$ cat config.mk
export PLATFORM = sky130hd
export DESIGN_NAME = drum_pad_trigger_to_midi_unit_flat
export DESIGN_NICKNAME = d
export VERILOG_FILES = /design/src/hdl/dptm_pkg.sv /design/src/hdl/dptm_if.sv /design/src/hdl/dptm_front.sv /design/src/hdl/dptm_queue.sv /design/src/hdl/dptm_back.sv /design/src/hdl/drum_pad_trigger_to_midi_unit.sv /design/src/flat_wrapper.sv
export SDC_FILE = /design/constraint.sdc
export NUM_CORES = 1
export LEC_CHECK = 0
export BUFFER_PORTS_ARGS = -buffer_cell sky130_fd_sc_hd__buf_2
export CAP_MARGIN = 20
export CORE_ASPECT_RATIO = 1.2
export CORE_MARGIN = 5
export CORE_UTILIZATION = 60
export CTS_CLUSTER_SIZE = 16
export DETAILED_ROUTE_END_ITERATION = 8
export PLACE_DENSITY = 0.78
export SETUP_SLACK_MARGIN = 0.02
export SLEW_MARGIN = 20
export SYNTH_ARGS = -nofsm -noshare
export SYNTH_HDL_FRONTEND = slang
export SYNTH_SLANG_ARGS = --single-unit
$ cat constraint.sdc
create_clock -name clk -period 8.2 [get_ports clk]
set_input_delay 0 -clock clk [delete_from_list [all_inputs] [get_ports clk]]
set_output_delay 0 -clock clk [all_outputs]
set_load 0.1 [all_outputs]
$ cat src/hdl/dptm_pkg.sv
// ----------------------------------------------------------------------------
// dptm_pkg
// Shared constants, types and pad tables of the drum pad trigger unit.
// ----------------------------------------------------------------------------
package dptm_pkg;

	localparam int PAD_COUNT   = 11;
	localparam int COUNT_WIDTH = 8;
	localparam int TABLE_LEN   = 11;
	localparam int QUEUE_DEPTH = 4;

	localparam int PAD_LIVE = (PAD_COUNT < TABLE_LEN) ? PAD_COUNT : TABLE_LEN;
	localparam int PAD_W    = (PAD_LIVE > 1) ? $clog2(PAD_LIVE) : 1;
	localparam int QPTR_W   = (QUEUE_DEPTH > 1) ? $clog2(QUEUE_DEPTH) : 1;
	localparam int QCNT_W   = $clog2(QUEUE_DEPTH + 1);

	localparam int PAD_BITS    = 4;
	localparam int SAMPLE_BITS = 10;
	localparam int NOTE_BITS   = 7;
	localparam int VEL_BITS    = 7;
	localparam int CHAN_BITS   = 4;
	localparam int STATUS_BITS = 8;
	localparam int HOLD_BITS   = 5;
	localparam int CFG_IDX_W   = 2;
	localparam int CFG_DATA_W  = 7;

	localparam logic [STATUS_BITS-1:0] NOTE_ON  = 8'd144;
	localparam logic [STATUS_BITS-1:0] NOTE_OFF = 8'd128;
	localparam logic [VEL_BITS-1:0]    FULL_VEL = 7'd127;

	localparam logic                 VEL_EN_RST   = 1'b1;
	localparam logic [CHAN_BITS-1:0] CHANNEL_RST  = 4'd0;
	localparam logic [NOTE_BITS-1:0] PEDAL_RST    = 7'd56;
	localparam logic [NOTE_BITS-1:0] LINKED_RST   = 7'd49;

	typedef enum logic [CFG_IDX_W-1:0] {
		CFG_VEL_EN  = 2'd0,
		CFG_CHANNEL = 2'd1,
		CFG_PEDAL   = 2'd2,
		CFG_LINKED  = 2'd3
	} cfg_idx_t;

	typedef enum logic {
		CMD_OFF = 1'b0,
		CMD_ON  = 1'b1
	} cmd_kind_t;

	typedef struct packed {
		cmd_kind_t               kind;
		logic                    pair;
		logic [NOTE_BITS-1:0]    note;
		logic [VEL_BITS-1:0]     vel;
	} cmd_t;

	typedef struct packed {
		logic full;
		logic empty;
	} q_stat_t;

	function automatic logic [NOTE_BITS-1:0] pad_note(input logic [PAD_BITS-1:0] idx);
		logic [NOTE_BITS-1:0] r;
		case (idx)
			4'd0:    r = 7'd49;
			4'd1:    r = 7'd38;
			4'd2:    r = 7'd71;
			4'd3:    r = 7'd69;
			4'd4:    r = 7'd60;
			4'd5:    r = 7'd36;
			4'd6:    r = 7'd67;
			4'd7:    r = 7'd65;
			4'd8:    r = 7'd77;
			4'd9:    r = 7'd79;
			4'd10:   r = 7'd81;
			default: r = 7'd0;
		endcase
		return r;
	endfunction

	function automatic logic [SAMPLE_BITS-1:0] pad_thresh(input logic [PAD_BITS-1:0] idx);
		logic [SAMPLE_BITS-1:0] r;
		case (idx)
			4'd0:    r = 10'd600;
			4'd1:    r = 10'd450;
			4'd5:    r = 10'd600;
			4'd9:    r = 10'd600;
			4'd10:   r = 10'd600;
			default: r = 10'd300;
		endcase
		return r;
	endfunction

	function automatic logic [HOLD_BITS-1:0] pad_hold(input logic [PAD_BITS-1:0] idx);
		logic [HOLD_BITS-1:0] r;
		case (idx)
			4'd0:    r = 5'd10;
			4'd1:    r = 5'd20;
			default: r = 5'd30;
		endcase
		return r;
	endfunction

endpackage

$ cat src/hdl/dptm_if.sv
// ----------------------------------------------------------------------------
// dptm_if
// Valid/ready channels for sensor items and midi message items.
// ----------------------------------------------------------------------------
interface dptm_in_if;
	logic                                valid;
	logic                                ready;
	logic [dptm_pkg::PAD_BITS-1:0]       pad;
	logic [dptm_pkg::SAMPLE_BITS-1:0]    sample;
	logic                                pedal_pressed;

	modport source (output valid, pad, sample, pedal_pressed, input ready);
	modport sink   (input valid, pad, sample, pedal_pressed, output ready);
endinterface

interface dptm_out_if;
	logic                                valid;
	logic                                ready;
	logic [dptm_pkg::STATUS_BITS-1:0]    status_byte;
	logic [dptm_pkg::NOTE_BITS-1:0]      note;
	logic [dptm_pkg::VEL_BITS-1:0]       velocity;
	logic                                last;

	modport source (output valid, status_byte, note, velocity, last, input ready);
	modport sink   (input valid, status_byte, note, velocity, last, output ready);
endinterface

$ cat src/hdl/dptm_front.sv
// ----------------------------------------------------------------------------
// dptm_front
// Accepts sensor items, tracks per-pad state and queues note commands.
// ----------------------------------------------------------------------------
module dptm_front (
	input  logic                              clk,
	input  logic                              arst_n,
	dptm_in_if.sink                           pad_in,
	input  logic                              velocity_enable,
	input  logic [dptm_pkg::NOTE_BITS-1:0]    linked_note,
	input  dptm_pkg::q_stat_t                 q_stat,
	output logic                              push,
	output dptm_pkg::cmd_t                    push_cmd
);
	import dptm_pkg::*;

	logic                   act_q [PAD_LIVE];
	logic [COUNT_WIDTH-1:0] cnt_q [PAD_LIVE];

	logic                   fire;
	logic                   pad_ok;
	logic [PAD_W-1:0]       idx;
	logic                   cur_act;
	logic [COUNT_WIDTH-1:0] cur_cnt;
	logic [COUNT_WIDTH-1:0] cnt_inc;
	logic [NOTE_BITS-1:0]   note;
	logic                   above;
	logic [VEL_BITS-1:0]    s_div;
	logic [VEL_BITS-1:0]    vel;
	logic                   upd;
	logic                   act_d;
	logic [COUNT_WIDTH-1:0] cnt_d;

	assign pad_in.ready = !q_stat.full;
	assign fire   = pad_in.valid && pad_in.ready;
	assign pad_ok = ({1'b0, pad_in.pad} < (PAD_BITS+1)'(PAD_LIVE));
	assign idx    = pad_in.pad[PAD_W-1:0];

	assign cur_act = act_q[idx];
	assign cur_cnt = cnt_q[idx];
	assign cnt_inc = (cur_cnt == {COUNT_WIDTH{1'b1}}) ? cur_cnt : cur_cnt + 1'b1;
	assign note    = pad_note(pad_in.pad);
	assign above   = pad_in.sample > pad_thresh(pad_in.pad);
	assign s_div   = pad_in.sample[SAMPLE_BITS-1:3];
	assign vel     = !velocity_enable ? FULL_VEL :
	                 (s_div == '0) ? '0 : s_div - 1'b1;

	always_comb begin
		upd           = 1'b0;
		act_d         = cur_act;
		cnt_d         = cur_cnt;
		push          = 1'b0;
		push_cmd.kind = CMD_ON;
		push_cmd.pair = 1'b0;
		push_cmd.note = note;
		push_cmd.vel  = vel;
		if (fire && pad_ok) begin
			if (above) begin
				upd = 1'b1;
				if (!cur_act) begin
					act_d         = 1'b1;
					cnt_d         = '0;
					push          = 1'b1;
					push_cmd.pair = !pad_in.pedal_pressed && (note == linked_note);
				end else begin
					cnt_d = cnt_inc;
				end
			end else if (cur_act) begin
				upd   = 1'b1;
				cnt_d = cnt_inc;
				if (cnt_inc > COUNT_WIDTH'(pad_hold(pad_in.pad))) begin
					act_d         = 1'b0;
					push          = 1'b1;
					push_cmd.kind = CMD_OFF;
					push_cmd.vel  = FULL_VEL;
				end
			end
		end
	end

	always_ff @(posedge clk or negedge arst_n) begin
		if (!arst_n) begin
			for (int i = 0; i < PAD_LIVE; i++) begin
				act_q[i] <= 1'b0;
				cnt_q[i] <= '0;
			end
		end else if (upd) begin
			act_q[idx] <= act_d;
			cnt_q[idx] <= cnt_d;
		end
	end

	assert property (@(posedge clk) disable iff (!arst_n) push |-> fire && pad_ok)
		else $error("command queued without an accepted item");
	assert property (@(posedge clk) disable iff (!arst_n)
		push && push_cmd.kind == CMD_OFF |-> !push_cmd.pair && push_cmd.vel == FULL_VEL)
		else $error("malformed note-off command");
	assert property (@(posedge clk) disable iff (!arst_n)
		fire && pad_ok && above && !cur_act |=> act_q[$past(idx)] && cnt_q[$past(idx)] == '0)
		else $error("pad not armed after note-on");

endmodule

$ cat src/hdl/dptm_queue.sv
// ----------------------------------------------------------------------------
// dptm_queue
// Small command queue between the front and back parts.
// ----------------------------------------------------------------------------
module dptm_queue (
	input  logic               clk,
	input  logic               arst_n,
	input  logic               push,
	input  dptm_pkg::cmd_t     push_cmd,
	input  logic               pop,
	output dptm_pkg::cmd_t     head,
	output dptm_pkg::q_stat_t  q_stat
);
	import dptm_pkg::*;

	cmd_t              mem_q [QUEUE_DEPTH];
	logic [QPTR_W-1:0] wr_q;
	logic [QPTR_W-1:0] rd_q;
	logic [QCNT_W-1:0] cnt_q;

	assign q_stat.full  = (cnt_q == QCNT_W'(QUEUE_DEPTH));
	assign q_stat.empty = (cnt_q == '0);
	assign head         = mem_q[rd_q];

	always_ff @(posedge clk) begin
		if (push) begin
			mem_q[wr_q] <= push_cmd;
		end
	end

	always_ff @(posedge clk or negedge arst_n) begin
		if (!arst_n) begin
			wr_q  <= '0;
			rd_q  <= '0;
			cnt_q <= '0;
		end else begin
			if (push) begin
				wr_q <= (wr_q == QPTR_W'(QUEUE_DEPTH - 1)) ? '0 : wr_q + 1'b1;
			end
			if (pop) begin
				rd_q <= (rd_q == QPTR_W'(QUEUE_DEPTH - 1)) ? '0 : rd_q + 1'b1;
			end
			case ({push, pop})
				2'b10:   cnt_q <= cnt_q + 1'b1;
				2'b01:   cnt_q <= cnt_q - 1'b1;
				default: cnt_q <= cnt_q;
			endcase
		end
	end

	assert property (@(posedge clk) disable iff (!arst_n) !(push && q_stat.full))
		else $error("push into full queue");
	assert property (@(posedge clk) disable iff (!arst_n) !(pop && q_stat.empty))
		else $error("pop from empty queue");
	assert property (@(posedge clk) disable iff (!arst_n) cnt_q <= QCNT_W'(QUEUE_DEPTH))
		else $error("queue count out of range");

endmodule

$ cat src/hdl/dptm_back.sv
// ----------------------------------------------------------------------------
// dptm_back
// Turns queued note commands into midi message items.
// ----------------------------------------------------------------------------
module dptm_back (
	input  logic                              clk,
	input  logic                              arst_n,
	input  dptm_pkg::cmd_t                    head,
	input  dptm_pkg::q_stat_t                 q_stat,
	output logic                              pop,
	input  logic [dptm_pkg::CHAN_BITS-1:0]    midi_channel,
	input  logic [dptm_pkg::NOTE_BITS-1:0]    pedal_note,
	dptm_out_if.source                        msg_out
);
	import dptm_pkg::*;

	cmd_t cur_q;
	logic cur_v_q;
	logic second_q;
	logic fire;
	logic done;

	assign fire = msg_out.valid && msg_out.ready;
	assign done = fire && (second_q || !cur_q.pair);
	assign pop  = !q_stat.empty && (!cur_v_q || done);

	always_ff @(posedge clk) begin
		if (pop) begin
			cur_q <= head;
		end
	end

	always_ff @(posedge clk or negedge arst_n) begin
		if (!arst_n) begin
			cur_v_q  <= 1'b0;
			second_q <= 1'b0;
		end else begin
			if (pop) begin
				cur_v_q  <= 1'b1;
				second_q <= 1'b0;
			end else if (done) begin
				cur_v_q  <= 1'b0;
				second_q <= 1'b0;
			end else if (fire) begin
				second_q <= 1'b1;
			end
		end
	end

	assign msg_out.valid       = cur_v_q;
	assign msg_out.status_byte = ((cur_q.kind == CMD_ON) ? NOTE_ON : NOTE_OFF)
	                             | {{(STATUS_BITS-CHAN_BITS){1'b0}}, midi_channel};
	assign msg_out.note        = second_q ? pedal_note : cur_q.note;
	assign msg_out.velocity    = cur_q.vel;
	assign msg_out.last        = second_q || !cur_q.pair;

	assert property (@(posedge clk) disable iff (!arst_n)
		fire && !msg_out.last |=> msg_out.valid && msg_out.last)
		else $error("second message of a pair missing");
	assert property (@(posedge clk) disable iff (!arst_n)
		second_q |-> cur_v_q && cur_q.pair && cur_q.kind == CMD_ON)
		else $error("second message outside a note-on pair");
	assert property (@(posedge clk) disable iff (!arst_n)
		msg_out.valid && !msg_out.ready |=> msg_out.valid)
		else $error("message item dropped while stalled");

endmodule

$ cat src/hdl/drum_pad_trigger_to_midi_unit.sv
// ----------------------------------------------------------------------------
// drum_pad_trigger_to_midi_unit
// Drum pad sensor samples in, midi note-on and note-off messages out.
// ----------------------------------------------------------------------------
// One sensor item is taken per clock while the four-entry command queue has
// room. A pad crossing its threshold gives one note-on (two when the linked
// note is hit with the pedal up); a released pad gives one note-off. Each
// message leaves on its own clock, so a note-on pair holds the output for
// both its messages; the output side sets the sustained rate, one message
// per cycle while msg_out.ready is high. An item on an empty queue passes
// the queue entry, then cur_q in the back end. Configuration is taken on any
// clock with cfg_we high and should be written only while the unit is idle.
module drum_pad_trigger_to_midi_unit (
	input  logic                              clk,
	input  logic                              arst_n,
	dptm_in_if.sink                           pad_in,
	dptm_out_if.source                        msg_out,
	input  logic                              cfg_we,
	input  logic [dptm_pkg::CFG_IDX_W-1:0]    cfg_index,
	input  logic [dptm_pkg::CFG_DATA_W-1:0]   cfg_data
);
	import dptm_pkg::*;

	logic                 velocity_enable_q;
	logic [CHAN_BITS-1:0] midi_channel_q;
	logic [NOTE_BITS-1:0] pedal_note_q;
	logic [NOTE_BITS-1:0] linked_note_q;

	logic    push;
	logic    pop;
	cmd_t    push_cmd;
	cmd_t    head;
	q_stat_t q_stat;

	always_ff @(posedge clk or negedge arst_n) begin
		if (!arst_n) begin
			velocity_enable_q <= VEL_EN_RST;
			midi_channel_q    <= CHANNEL_RST;
			pedal_note_q      <= PEDAL_RST;
			linked_note_q     <= LINKED_RST;
		end else if (cfg_we) begin
			case (cfg_idx_t'(cfg_index))
				CFG_VEL_EN:  velocity_enable_q <= cfg_data[0];
				CFG_CHANNEL: midi_channel_q    <= cfg_data[CHAN_BITS-1:0];
				CFG_PEDAL:   pedal_note_q      <= cfg_data[NOTE_BITS-1:0];
				CFG_LINKED:  linked_note_q     <= cfg_data[NOTE_BITS-1:0];
				default:     velocity_enable_q <= velocity_enable_q;
			endcase
		end
	end

	dptm_front u_front (
		.clk             (clk),
		.arst_n          (arst_n),
		.pad_in          (pad_in),
		.velocity_enable (velocity_enable_q),
		.linked_note     (linked_note_q),
		.q_stat          (q_stat),
		.push            (push),
		.push_cmd        (push_cmd)
	);

	dptm_queue u_queue (
		.clk      (clk),
		.arst_n   (arst_n),
		.push     (push),
		.push_cmd (push_cmd),
		.pop      (pop),
		.head     (head),
		.q_stat   (q_stat)
	);

	dptm_back u_back (
		.clk          (clk),
		.arst_n       (arst_n),
		.head         (head),
		.q_stat       (q_stat),
		.pop          (pop),
		.midi_channel (midi_channel_q),
		.pedal_note   (pedal_note_q),
		.msg_out      (msg_out)
	);

endmodule

$ cat src/flat_wrapper.sv
// flat-port wrapper written by rule: the top's interface ports become plain ports
module drum_pad_trigger_to_midi_unit_flat import dptm_pkg::*;
  (clk, arst_n, cfg_we, cfg_index, cfg_data, pad_in_valid, pad_in_pad, pad_in_sample, pad_in_pedal_pressed, pad_in_ready, msg_out_valid, msg_out_status_byte, msg_out_note, msg_out_velocity, msg_out_last, msg_out_ready);
  dptm_in_if pad_in_i ();
  dptm_out_if msg_out_i ();
  input  logic clk;
  input  logic arst_n;
  input  logic cfg_we;
  input  logic [dptm_pkg::CFG_IDX_W-1:0] cfg_index;
  input  logic [dptm_pkg::CFG_DATA_W-1:0] cfg_data;
  input wire logic [$bits(pad_in_i.valid)-1:0] pad_in_valid;
  input wire logic [$bits(pad_in_i.pad)-1:0] pad_in_pad;
  input wire logic [$bits(pad_in_i.sample)-1:0] pad_in_sample;
  input wire logic [$bits(pad_in_i.pedal_pressed)-1:0] pad_in_pedal_pressed;
  output wire logic [$bits(pad_in_i.ready)-1:0] pad_in_ready;
  output wire logic [$bits(msg_out_i.valid)-1:0] msg_out_valid;
  output wire logic [$bits(msg_out_i.status_byte)-1:0] msg_out_status_byte;
  output wire logic [$bits(msg_out_i.note)-1:0] msg_out_note;
  output wire logic [$bits(msg_out_i.velocity)-1:0] msg_out_velocity;
  output wire logic [$bits(msg_out_i.last)-1:0] msg_out_last;
  input wire logic [$bits(msg_out_i.ready)-1:0] msg_out_ready;
  assign pad_in_i.valid = pad_in_valid;
  assign pad_in_i.pad = pad_in_pad;
  assign pad_in_i.sample = pad_in_sample;
  assign pad_in_i.pedal_pressed = pad_in_pedal_pressed;
  assign pad_in_ready = pad_in_i.ready;
  assign msg_out_valid = msg_out_i.valid;
  assign msg_out_status_byte = msg_out_i.status_byte;
  assign msg_out_note = msg_out_i.note;
  assign msg_out_velocity = msg_out_i.velocity;
  assign msg_out_last = msg_out_i.last;
  assign msg_out_i.ready = msg_out_ready;
  drum_pad_trigger_to_midi_unit u_core (.clk(clk), .arst_n(arst_n), .pad_in(pad_in_i), .msg_out(msg_out_i), .cfg_we(cfg_we), .cfg_index(cfg_index), .cfg_data(cfg_data));
endmodule
Word level (Yosys, flattened, before mapping). Memories as Yosys holds them, arrays and structs flattened. A register that Yosys moved wholly into a read port is not among the register bits. Index checks and enable logic that the tools add are counted.

ROM bits: 112. Input bits: 29. Memories: 2. Latch bits: 0. Bits in registers: 127. Bits in writable memories: 64. Logic and storage cells: 143.

Reduce and logical (&&, ||, !) cells: 26. Eq/ne operators: 14. Bitwise operators: 2. Add/subtract/negate cells: 6. $mul: 0. Multiplexer cells: 57. Div/mod/pow operators: 0. Shift operators: 0. Order comparisons: 5.

Memories: (no name shown) (depth 16, width 7, rd ports 1, clocked after memory_dff 0, wr ports 0, line dptm_pkg.sv:62) `case (idx)`; u_core.u_queue.mem_q (depth 4, width 16, rd ports 1, clocked after memory_dff 1, wr ports 1, line dptm_queue.sv:16) `cmd_t mem_q [QUEUE_DEPTH];`.

Operator list (count): bitwise mux 88 bit (1); 2-to-1 mux 8 bit (8); 2-to-1 mux 7 bit (7); binary-select mux 8 bit (select 4 bit) (1); demux 8 bit (select 4 bit) (1); 2-to-1 mux 1 bit (26); 2-to-1 mux 5 bit (4); one-hot mux 10 bit (2 select lines) (1); bitwise mux 11 bit (1); == test 2 bit, second input constant (5); greater-than comparator 10 bit (1); one-hot mux 5 bit (2 select lines) (1); adder 8 x 1 -> 8 bit, second input constant (1); == test 4 bit, second input constant (2); == test 8 bit, second input constant (1); greater-than comparator 8 x 5 -> 1 bit (1); OR 8 x 4 -> 8 bit (1); AND reduction 2 bit (4); == test 7 bit (1); logical AND 1 bit (7); zero test 7 bit (1); subtractor 7 x 1 -> 7 bit, second input constant (1); 2-to-1 mux 2 bit (3); one-hot mux 3 bit (2 select lines) (1); 21 further kinds (29).

Depth between registers and ports, before layout.
Depth in word-level cells: 14. Mapped depth: 24. Gate-level depth less buffers: 22.

By module. From an unflattened synthesis, not the netlist that was laid out.

Cells, all modules: 792. Area, all modules: 10030.9 um^2.

By module, submodules not included: dptm_front (cells an instance 578, area an instance 5726.7 um^2, times used 1, seq. area each 2477.4 um^2); dptm_queue (cells an instance 122, area an instance 2768.9 um^2, times used 1, seq. area each 2097.0 um^2); dptm_back (cells an instance 50, area an instance 792.0 um^2, times used 1, seq. area each 530.5 um^2); drum_pad_trigger_to_midi_unit (cells an instance 42, area an instance 743.2 um^2, times used 1, seq. area each 484.2 um^2).

Least setup slack after synthesis. Ideal clock, no wire load.

Kind: flip-flop to flip-flop. From: register u_core.u_front.cnt_q[8] (netlist name). To: memory u_core.u_queue.mem_q[0][0] (netlist name) (enable). Data required time: 7.786 ns. Arrival time: 4.085 ns. Slack: 3.701 ns. Stages on the path, launching flop included: 18. Library setup time: 0.414 ns. Cell sequence: dfrtp_1 > mux2_1 > a22oi_1 > nand3_2 > ha_1 > nand3_4 > nor3_4 > o21ai_0 > inv_1 > ha_1 > nor2b_1 > o21ai_0 > nand2b_1 > a21oi_1 > a21o_1 > nor3b_2 > o21bai_4 > a21boi_0.

Longest elaborated chain between the ends: 12.

Ends and longest elaborated chain: start, declared (line dptm_front.sv:18) `logic [COUNT_WIDTH-1:0] cnt_q [PAD_LIVE];`; start signal, assigned by index (line dptm_front.sv:89) `cnt_q[idx] <= cnt_d;`; binary-select mux 8 bit (select 4 bit) (*) (line dptm_front.sv:40) `assign cur_cnt = cnt_q[idx];`; 2-to-1 mux 8 bit (not written as such) (*) (2 in a row) (line dptm_front.sv:40); adder 8 x 1 -> 8 bit or == test 8 bit (tied branches) (line dptm_front.sv:41) `assign cnt_inc = (cur_cnt == {COUNT_WIDTH{1'b1}}) ? cur_cnt : cur_cnt + 1'b1;`; 2-to-1 mux 8 bit (*) (line dptm_front.sv:41); greater-than comparator 8 x 5 -> 1 bit (*) (line dptm_front.sv:71) `if (cnt_inc > COUNT_WIDTH'(pad_hold(pad_in.pad))) begin`; 2-to-1 mux 1 bit (*) (line dptm_front.sv:71); 2-to-1 mux 1 bit (*) (line dptm_front.sv:68) `end else if (cur_act) begin`; 2-to-1 mux 1 bit (*) (line dptm_front.sv:58) `if (above) begin`; 2-to-1 mux 1 bit (*) (line dptm_front.sv:57) `if (fire && pad_ok) begin`; 2-to-1 mux 1 bit (*) (line dptm_queue.sv:26) `if (push) begin`; 2-to-1 mux 1 bit (not written as such) (*) (line dptm_queue.sv:27) `mem_q[wr_q] <= push_cmd;`; end, declared (line dptm_queue.sv:16).

Mark *: on every way between the ends. The rest lies on a longest branch, timed or not. The select of a mux whose other input is x is not followed.

Worst setup path in the final report.
From: input pad_in_pad[1]. To: register u_core.u_queue.cnt_q[2].

Longest elaborated chain between the ends: 13.

Ends and longest elaborated chain: start, declared (line flat_wrapper.sv:12) `input wire logic [$bits(pad_in_i.pad)-1:0] pad_in_pad;`; NOT 4 -> 5 bit (not written as such) (line dptm_front.sv:39, dptm_front.sv:40); binary-select mux 8 bit (select 4 bit) (line dptm_front.sv:40); 2-to-1 mux 8 bit (not written as such) (2 in a row) (line dptm_front.sv:40); adder 8 x 1 -> 8 bit or == test 8 bit (tied branches) (line dptm_front.sv:41); 2-to-1 mux 8 bit (line dptm_front.sv:41); greater-than comparator 8 x 5 -> 1 bit (line dptm_front.sv:71); 2-to-1 mux 1 bit (line dptm_front.sv:71); 2-to-1 mux 1 bit (line dptm_front.sv:68); 2-to-1 mux 1 bit (line dptm_front.sv:58); 2-to-1 mux 1 bit (*) (line dptm_front.sv:57); == test 2 x 1 -> 1 bit or == test 2 bit (tied branches) (line dptm_queue.sv:43) `case ({push, pop})`; one-hot mux 3 bit (2 select lines) or nonzero test 2 bit (tied branches); end signal, assigned (line dptm_queue.sv:44) `2'b10: cnt_q <= cnt_q + 1'b1;`; end signal, assigned (line dptm_queue.sv:45) `2'b01: cnt_q <= cnt_q - 1'b1;`; end signal, assigned (line dptm_queue.sv:46) `default: cnt_q <= cnt_q;`; end, declared (line dptm_queue.sv:19) `logic [QCNT_W-1:0] cnt_q;`.

Marked as above. A chain may end at the register's enable or synchronous reset.

==> flow_summary.ini <==
[yosys]
ys_seq_area_share_pct = 55.0
synth_cell_type_count = 74
yosys.area.top_type = dfrtp_1
synth_area_per_cell_sq_um = 14.1
synth_area_sq_um = 10200
synth_seq_cells = 207
synth-edff-count = 80
synth_area_leaders = dfrtp_1, edfxtp_1, mux2_2
synth_ff_type = dfrtp_1
synth_top_area_share_pct = 29.5
yosysWarnings = 0
async_reset_ff_share_pct = 61.4
postSynthCellCount = 719

[sta]
hold-worst-slack_ns = 0.0145
layout_worst_path_cycle_share_pct = 59.4
tightest_slew_ns = 1.07
skew_ns = 0.0140
setup_ws_ns = 3.33
timing.final.crit_period_ns = 4.87
finalSetupTns_ns = 0
finalHoldViolations = 0
drv_slew = 0
slew_headroom_pct = 28.4
rsz0062_at_grt = no
setup_viol = 0
max_freq_mhz = 205

[floorplanning]
dieHeight_um = 153
die_w_um = 129
io_pins = 54
row_count = 52
die_area_sq_um = 19700
start_util_pct = 60.5
coreArea_sq_um = 16800

[pwr]
ir_drop_mv = 0.150
p_total_mw = 3.08
p_leak_nw = 4.91
power_density_nw_per_um2 = 272

[global_routing]
antenna_found_initial = 0
overflow = 0
grt_use_total_pct = 22.5
grt_pass1_wl_um = 35100
grt_pass1_vias = 6583
grt_max_degree = 66

[routing]
antenna_left = 0
vias = 6151
viasPerCell = 6.18
firstDrtPassIters = 4
routed_wl_um = 21600
drt-initial-drc-count = 454
wire_per_inst_um = 21.7
drc = 0

[worst_setup_path]
crit_fanout = 27
cpMostUsedCell = ha_1
crit_family = simple AND/OR/NAND/NOR gates
cp_data_arrival_time_ns = 5.27
worstSetupStartpointType = input pin
cp_num_cells = 20
critical_path.endpoint_type = flip-flop
r2r_cells = 22
critical_path_class = in2reg
crit_path_max_incr_delay_ns = 0.83
crit_chain = buf_2 -> nor4bb_2 -> a22oi_1 -> nand3_2 -> ha_1 -> nand3_4 -> nor3_4 -> mux2i_1 -> ha_1 -> nand4_1 -> a31oi_1 -> a21o_1 -> nor3b_2 -> o21bai_4 -> and2_1 -> ha_1 -> fa_1 -> xnor2_1 -> nor2_1 -> xor2_1
worst-path-buf-inv = 1
crit_slowest_cell = nor4bb_2
required_ns = 8.60
reg2reg_slack_ns = 3.34

[place]
dpl.hpwl_um = 14700
placed_cell_area_sq_um = 10500
post-place-ws_ns = 2.51
gp_routability_congestion = 0.917
io_buffers = 50

[clock_tree]
cts_buffer_depth = 3
cts_tree = built
htree_levels = 1
cts_root_buf = clkbuf_16
cts.clk_slew.worst_paths_ns = 0.06
clk_latency_ns = 0.49
clock_sink_count = 207
cts_buffers = 21
cts.repair.resized = 0

[final_layout]
design_area_sq_um = 11300
n_antenna_cell = 0
drive_gt1_share_pct = 36.5
layout_common_cells = mux2_2, dfrtp_1, edfxtp_1
syn2layout_area_growth_pct = 11.2
nNetsFinal = 823
final_common_cell = mux2_2

[min_path]
worstHoldPathCells = 3
min_path_type = in2reg

[flow_run]
drv_cap = 0

[run_status]
outcome = completed
[routing by layer]
metal	share of wire (%)	GRT usage [%]	wire (um)	vias to the layer above
li1	-	-	-	2749
met1	39	27.9	8350	3137
met2	51	38.0	11100	187
met3	4.7	3.30	1030	78
met4	5.2	11.5	1130	0
met5	0	0	0	-
[flip-flops by register name, summed over array words and instances (netlist names)]
register / cells
u_core.u_queue.wr_q: 2
u_core.u_back.second_q: 1
u_core.u_queue.cnt_q: 3
u_core.u_queue.mem_q: 64
u_core.velocity_enable_q: 1
u_core.u_queue.rd_q: 2
u_core.u_back.msg_out.valid: 1
u_core.pedal_note_q: 7
u_core.linked_note_q: 7
u_core.u_back.cur_q: 9
u_core.u_front.cnt_q: 88
u_core.u_back.msg_out.velocity: 7
u_core.midi_channel_q: 4
u_core.u_front.act_q: 11
[kinds of logic (layout without fill, tap and decap cells)]
logic type	count (synthesis)	in the layout	synth area share [%]
multiplexers	173	173	22.1
buffers and inverters	67	126	3.52
XOR/XNOR	15	15	1.29
adder cells (fa/ha/maj)	29	29	3.64
AND/OR/NAND/NOR	145	145	8.09
other	2	3	0.0739
flip-flops	207	207	55.0
AO/OA/AOI/OAI	81	81	6.27
[metrics by stage]
| stage | utilization (%) | std cells |
|---|---|---|
| after CTS | 67.2 | 995 |
| after global placement | 62.3 | 945 |
| after detailed placement | 62.3 | 945 |
| final | 67.3 | 995 |
| after global routing | 67.3 | 995 |
| after floorplan | - | 720 |
[area by class of cell]
| type | instances | area, sq um |
|---|---|---|
| multi-input combinational | 446 | 4240 |
| sequential | 207 | 5590 |
| inverter | 19 | 71.3 |
| fill | 1137 | 5480 |
| clock inverter | 6 | 56.3 |
| timing repair buffer | 70 | 435 |
| tap | 216 | 270 |
| clock buffer | 31 | 634 |
[power by group]
part / leakage (nW) / internal, mW / switching (mW)
Combinational: 2.18 / 0.253 / 0.549
Clock: 0.339 / 0.566 / 0.378
Sequential: 2.39 / 1.22 / 0.110
[what timing repair did]
| action | 4_1_cts | 5_1_grt |
|---|---|---|
| hold buffers | 13 | 0 |
| endpoints found under the hold margin | 84 | 0 |
| setup buffers | 0 | 0 |
[path summary, 6_finish.rpt]
| kind | start | to |
|---|---|---|
| setup / recovery | pad_in_pad[1] | u_core.u_queue.cnt_q[2] |
| hold / removal | cfg_we | u_core.velocity_enable_q |
| setup reg to reg | u_core.u_front.cnt_q[8] | u_core.u_queue.cnt_q[2] |
| hold reg to reg | u_core.midi_channel_q[3] | u_core.midi_channel_q[3] |
| max in group asynchronous | arst_n | u_core.u_front.cnt_q[0] |
| min in group asynchronous | arst_n | u_core.u_queue.rd_q[1] |
[worst min-delay path, delay by kind of cell]
kind	cells	cell delay (ns)
multiplexers	1	0.21
AND/OR/NAND/NOR	1	0.14
buffers and inverters	1	0.12
[synthesized netlist by cell type, types with 3 or more instances]
library cell	count
mux2_2	132
dfrtp_1	120
edfxtp_1	80
nor2_1	42
ha_1	28
mux4_2	27
nand2_1	27
buf_2	19
inv_1	19
buf_4	14
nand3_1	11
nor3_1	11
a31oi_1	10
xnor2_1	10
a22oi_1	9
and3_1	9
o211ai_1	9
a21o_1	8
clkbuf_1	8
o21ai_0	8
dfstp_2	7
mux2i_1	7
a21oi_1	6
mux2_1	6
nand2b_1	5
nand4_1	5
xor2_1	5
buf_6	4
nand3b_1	4
nor2b_1	4
and2_1	3
buf_1	3
nor4b_2	3
o21a_1	3
Note: power is estimated with default switching activity, not from simulation.
